==> config.mk <==
export PLATFORM = sky130hd
export DESIGN_NAME = wgma_ctrl
export DESIGN_NICKNAME = d
export VERILOG_FILES = /design/src/hw/rtl/wgma_pkg.sv /design/src/hw/rtl/wgma_ctrl.sv
export SDC_FILE = /design/constraint.sdc
export NUM_CORES = 1
export LEC_CHECK = 0
export ABC_AREA = 0
export ABC_CLOCK_PERIOD_IN_PS = 2850
export BUFFER_PORTS_ARGS = -buffer_cell sky130_fd_sc_hd__buf_2
export CAP_MARGIN = 10
export CELL_PAD_IN_SITES_DETAIL_PLACEMENT = 1
export CELL_PAD_IN_SITES_GLOBAL_PLACEMENT = 2
export CORE_MARGIN = 4
export CORE_UTILIZATION = 34
export CTS_CLUSTER_SIZE = 8
export DETAILED_ROUTE_END_ITERATION = 8
export GPL_TIMING_DRIVEN = 0
export PLACE_DENSITY_LB_ADDON = 0.12
export REMOVE_ABC_BUFFERS = 1
export SLEW_MARGIN = 20
export SYNTH_ARGS = -nofsm -noshare
export SYNTH_HDL_FRONTEND = slang
export SYNTH_SLANG_ARGS = --single-unit
==> constraint.sdc <==
create_clock -name i_clk -period 2.85 [get_ports i_clk]
set_input_delay 0.1425 -clock i_clk [delete_from_list [all_inputs] [get_ports i_clk]]
set_output_delay 0.1425 -clock i_clk [all_outputs]
set_load 0.02 [all_outputs]
==> src/hw/rtl/wgma_pkg.sv <==
// wgma_pkg: shared types and constants of the weighted gram matrix accumulator
// command and status records between controller and datapath
// no dependencies
package wgma_pkg;

    // width of a row or column index, fixed by the entry_row and entry_col fields
    localparam int IDX_W = 3;

    // datapath operations, one per cycle
    typedef enum logic [3:0] {
        OP_IDLE,
        OP_LOAD,
        OP_MUL,
        OP_ABS,
        OP_MLO,
        OP_MHI,
        OP_SUM,
        OP_SAT,
        OP_NEG,
        OP_ADD,
        OP_EREAD,
        OP_ELOAD
    } t_dp_op;

    typedef struct packed {
        t_dp_op           op;
        logic [IDX_W-1:0] row;
        logic [IDX_W-1:0] col;
        logic             last;
    } t_dp_cmd;

    typedef struct packed {
        logic out_free;
    } t_dp_status;

endpackage

==> src/hw/rtl/wgma_ctrl.sv <==
// wgma_ctrl: sequencer for term accumulation and matrix emission
// depends on wgma_pkg
module wgma_ctrl #(
    parameter int MAX_COLS = 8
) (
    input  logic                 i_clk,
    input  logic                 i_rst_n,
    input  logic                 i_cfg_we,
    input  logic [3:0]           i_cfg_data,
    input  logic                 i_in_valid,
    input  logic                 i_last_row,
    output logic                 o_in_stall,
    input  wgma_pkg::t_dp_status i_status,
    output wgma_pkg::t_dp_cmd    o_cmd
);

    typedef enum logic [3:0] {
        S_IDLE,
        S_MUL,
        S_ABS,
        S_MLO,
        S_MHI,
        S_SUM,
        S_SAT,
        S_NEG,
        S_ADD,
        S_EREAD,
        S_ELOAD
    } t_state;

    localparam logic [3:0] MAX_K = 4'(MAX_COLS);

    t_state r_state, n_state;
    logic [3:0] r_cols, n_cols;
    logic [wgma_pkg::IDX_W-1:0] r_col_pos, n_col_pos;
    logic [wgma_pkg::IDX_W-1:0] r_col, n_col;
    logic [wgma_pkg::IDX_W-1:0] r_j, n_j;
    logic [wgma_pkg::IDX_W-1:0] r_er, n_er;
    logic [wgma_pkg::IDX_W-1:0] r_ec, n_ec;
    logic r_final, n_final;

    logic [3:0] k;
    logic [wgma_pkg::IDX_W-1:0] col_eff;
    logic last_c;

    always_comb begin
        // clamp the column count into 1..MAX_COLS
        if (r_cols == 4'd0) begin
            k = 4'd1;
        end else if (r_cols > MAX_K) begin
            k = MAX_K;
        end else begin
            k = r_cols;
        end
        col_eff = ({1'b0, r_col_pos} >= k) ? '0 : r_col_pos;
        last_c  = ({1'b0, r_er} == k - 4'd1) && ({1'b0, r_ec} == k - 4'd1);

        n_state   = r_state;
        n_cols    = r_cols;
        n_col_pos = r_col_pos;
        n_col     = r_col;
        n_j       = r_j;
        n_er      = r_er;
        n_ec      = r_ec;
        n_final   = r_final;

        o_cmd      = '0;
        o_cmd.op   = wgma_pkg::OP_IDLE;
        o_cmd.row  = r_j;
        o_cmd.col  = r_col;
        o_cmd.last = 1'b0;

        if (i_cfg_we) begin
            n_cols    = i_cfg_data;
            n_col_pos = '0;
        end

        unique case (r_state)
            S_IDLE: begin
                o_cmd.col = col_eff;
                if (i_in_valid) begin
                    o_cmd.op = wgma_pkg::OP_LOAD;
                    n_col    = col_eff;
                    n_j      = '0;
                    n_final  = i_last_row;
                    n_state  = S_MUL;
                end
            end
            S_MUL: begin
                o_cmd.op = wgma_pkg::OP_MUL;
                n_state  = S_ABS;
            end
            S_ABS: begin
                o_cmd.op = wgma_pkg::OP_ABS;
                n_state  = S_MLO;
            end
            S_MLO: begin
                o_cmd.op = wgma_pkg::OP_MLO;
                n_state  = S_MHI;
            end
            S_MHI: begin
                o_cmd.op = wgma_pkg::OP_MHI;
                n_state  = S_SUM;
            end
            S_SUM: begin
                o_cmd.op = wgma_pkg::OP_SUM;
                n_state  = S_SAT;
            end
            S_SAT: begin
                o_cmd.op = wgma_pkg::OP_SAT;
                n_state  = S_NEG;
            end
            S_NEG: begin
                o_cmd.op = wgma_pkg::OP_NEG;
                n_state  = S_ADD;
            end
            S_ADD: begin
                o_cmd.op = wgma_pkg::OP_ADD;
                if (r_j == r_col) begin
                    // all terms of this element done
                    if ({1'b0, r_col} + 4'd1 < k) begin
                        n_col_pos = r_col + 3'd1;
                        n_state   = S_IDLE;
                    end else begin
                        n_col_pos = '0;
                        if (r_final) begin
                            n_er    = '0;
                            n_ec    = '0;
                            n_state = S_EREAD;
                        end else begin
                            n_state = S_IDLE;
                        end
                    end
                end else begin
                    n_j     = r_j + 3'd1;
                    n_state = S_MUL;
                end
            end
            S_EREAD: begin
                o_cmd.op  = wgma_pkg::OP_EREAD;
                o_cmd.row = r_er;
                o_cmd.col = r_ec;
                n_state   = S_ELOAD;
            end
            S_ELOAD: begin
                o_cmd.row  = r_er;
                o_cmd.col  = r_ec;
                o_cmd.last = last_c;
                if (i_status.out_free) begin
                    o_cmd.op = wgma_pkg::OP_ELOAD;
                    if (last_c) begin
                        n_state = S_IDLE;
                    end else begin
                        if ({1'b0, r_ec} == k - 4'd1) begin
                            n_ec = '0;
                            n_er = r_er + 3'd1;
                        end else begin
                            n_ec = r_ec + 3'd1;
                        end
                        n_state = S_EREAD;
                    end
                end
            end
            default: begin
                n_state = S_IDLE;
            end
        endcase
    end

    always_ff @(posedge i_clk) begin
        if (!i_rst_n) begin
            r_state   <= S_IDLE;
            r_cols    <= 4'd8;
            r_col_pos <= '0;
            r_col     <= '0;
            r_j       <= '0;
            r_er      <= '0;
            r_ec      <= '0;
            r_final   <= 1'b0;
        end else begin
            r_state   <= n_state;
            r_cols    <= n_cols;
            r_col_pos <= n_col_pos;
            r_col     <= n_col;
            r_j       <= n_j;
            r_er      <= n_er;
            r_ec      <= n_ec;
            r_final   <= n_final;
        end
    end

    assign o_in_stall = (r_state != S_IDLE);

endmodule

==> reports/qor.yml <==
cts_root_buf: "clkbuf_8"
clock_skew_ns: 0.00248
status: "finished, final reports clean"
yosys.area.top_type: "dfxtp_1"
synth-main-ff-cell: "dfxtp_1"
r2r-end: "r_er[0]"
ys_top_cells_by_area: "dfxtp_1 (27%), ha_1 (7.7%), nand2_1 (6.8%)"
synthXorXnorAreaFrac_pct: 7.46
holdPathEnd: "r_cols[3]"
start_util_pct: 35.0
synth_mux_area_share_pct: 5.84
clk_latency_ns: 0.27
min_delay_path_depth: 3
tns_ns: 0
drc: 0
grt_overflow: 0
syn_area_um2: 1780
drtIter0Drc: 39
place_area_um2: 1920
io_pins: 22
antenna_found_initial: 0
fin_total_pwr_mw: 0.747
die_w_um: 80.3
cap_violations: 0
setup.worst_path.start_class: "flop"
rsz0062_at_grt: "no"
fin_crit_ns: 2.68
synth_edf_count: 0
wl_per_cell_um: 16.0
die_y_um: 80.3
synthCells: 217
grt_max_degree: 31
tritoncts: "built"
clock-sinks: 24
synth.avg_cell_area_um2: 8.19
yosys.area_share.simple_pct: 26.6
cp.arrival_ns: 2.53
synth_top_family_by_area: "simple AND/OR/NAND/NOR gates"
worst-path-buf-inv: 2
reg2reg_from: "r_cols[1]"
dr.pass1.iters: 4
placementRows: 26
hold_viol: 0
netlist_top_cells_count: "nand2_1 (32), dfxtp_1 (24), nor2_1 (12), ha_1 (11)"
synth-seq-cells: 24
slowest_stage: "xnor3_1"
stdcell_area_um2: 1990
dp_hpwl_um: 3760
area_delta_synth_final_pct: 11.8
cp_max_fo: 6
critPathTopFamily: "compound AO/OA/AOI/OAI gates"
wirelength_um: 4850
synth_compound_area_share_pct: 20.4
drive_gt1_share_pct: 17.6
fin_crit_sh_pct: 93.9
num_vias: 1600
finish.utilization_pct: 39.2
grt_pass1_wl_um: 8310
cts_max_level: 1
numCtsBuffers: 3
dieArea_um2: 6450
worstSetupEndpointType: "output port"
finalSetupViolations: 0
gr-usage-all-layers_pct: 16.4
r2r_setup_slack_ns: 0.26
crit_chain: "o21ba_2, nor2_2, inv_1, ha_1, xnor3_1, a211oi_4, nand2_2, nor3_1, buf_2"
final_cells: 303
ys_types: 52
hold_path.class: "input port to flop"
worstHoldStart: "i_cfg_data[3]"
fmax_mhz: 374
yosys_warnings: 0
rr_worst_depth: 10
clkTransAtPathRegs_ns: 0.10
dp.cells: 298
worst-setup-path-type: "flop to output port"
critPathRequiredTime_ns: 2.71
yosysMostFrequentCell: "nand2_1"
worstMarginPinSlew_ns: 1.02
drtAntennaViolNets: 0
synthArstFlopShare_pct: 0
vias_per_cell: 5.28
clk_path_buf_depth: 2
leakagePower_nw: 0.837
synth_top_area_share_pct: 27.0
ys_seq_area_share_pct: 27.0
max_slew_margin_pct: 31.3
final_nets: 255
grt_pass1_vias: 1711
core_area_um2: 5070
maxSlewViolCount: 0
hold_buffers: 0
synth_fa_ha_area_share_pct: 7.74
pwr_density_cell_nw_per_um2: 376
n_antenna_cell: 0
cp_slowest_stage_delay_ns: 0.42
gp_congestion: 0.781
port_buffers: 21
vdd_drop_max_v: 0.000155
## timing repair
item	4_1_cts	5_1_grt
setup endpoints to repair	2	9
gates resized for setup	1	2
hold endpoints to repair	0	0
setup buffers	0	1
pin swaps	0	1
## sequential cells by signal, indices dropped and copies added, names as in the netlist
register	count
r_final	1
r_j	3
r_er	3
r_ec	3
r_cols	4
r_col_pos	3
r_state	4
r_col	3
## tightest hold or removal path, cell delays in order
cell      delay [ns]
buf_2           0.07
nand2_1         0.04
o211ai_1        0.06
## final cells by class
class / instances / area [um2]
sequential: 24 / 480
tap: 70 / 87.6
clock buffer: 4 / 55.1
multi-input combinational: 173 / 1210
timing repair buffer: 22 / 113
fill: 637 / 3090
inverter: 10 / 37.5
## metal layers
metal,vias to the layer above,GRT usage [%],routed length [um]
met5,-,0,0
met4,0,4.22,24
met3,2,2.58,111
met2,14,28.3,2420
met1,784,21.1,2290
li1,800,-,-
## per-stage QoR
step           hold slack [ns]  setup WS, ns
2_1_floorplan            0.241         0.459
3_3_place_gp             0.360         0.202
3_5_place_dp             0.374         0.135
4_1_cts                 0.0804        0.0312
6_report                0.0829         0.175
5_1_grt                  0.107       0.00440
## report_power, final
part	switching, mW	internal [mW]
clock network	0.123	0.124
logic	0.0816	0.0550
registers	0.0198	0.344
## cell families after synthesis
family	after synthesis
muxes	10
AOI/OAI and AO/OA	49
DFF	24
and+or+nand+nor	91
xor gates and xnor gates	12
buffers and inverters	20
adders and majority gates	11
## placed cells by master (no fill, tap or decap), drive strengths merged, types with 7 or more instances in the layout
master  count
nand2      33
dfxtp      24
buf        22
nor2       12
ha         11
o21ai      11
inv        10
a21oi       8
and2        8
xor2        7
nand3       7
mux2i       7
## how the worst max path moves through the flow
stage / endpoint / depth (start not counted) / slack, ns / startpoint
detailed placement: r_ec[0] / 9 / 0.13 / r_cols[1]
global placement: r_ec[1] / 9 / 0.20 / r_cols[1]
floorplan: o_cmd[0] / 8 / 0.46 / r_cols[1]
finish: o_cmd[0] / 9 / 0.17 / r_cols[1]
CTS: o_cmd[0] / 9 / 0.03 / r_cols[1]
global route: o_cmd[0] / 9 / 0.004 / r_cols[1]
Note: power is estimated with default switching activity, not from simulation.
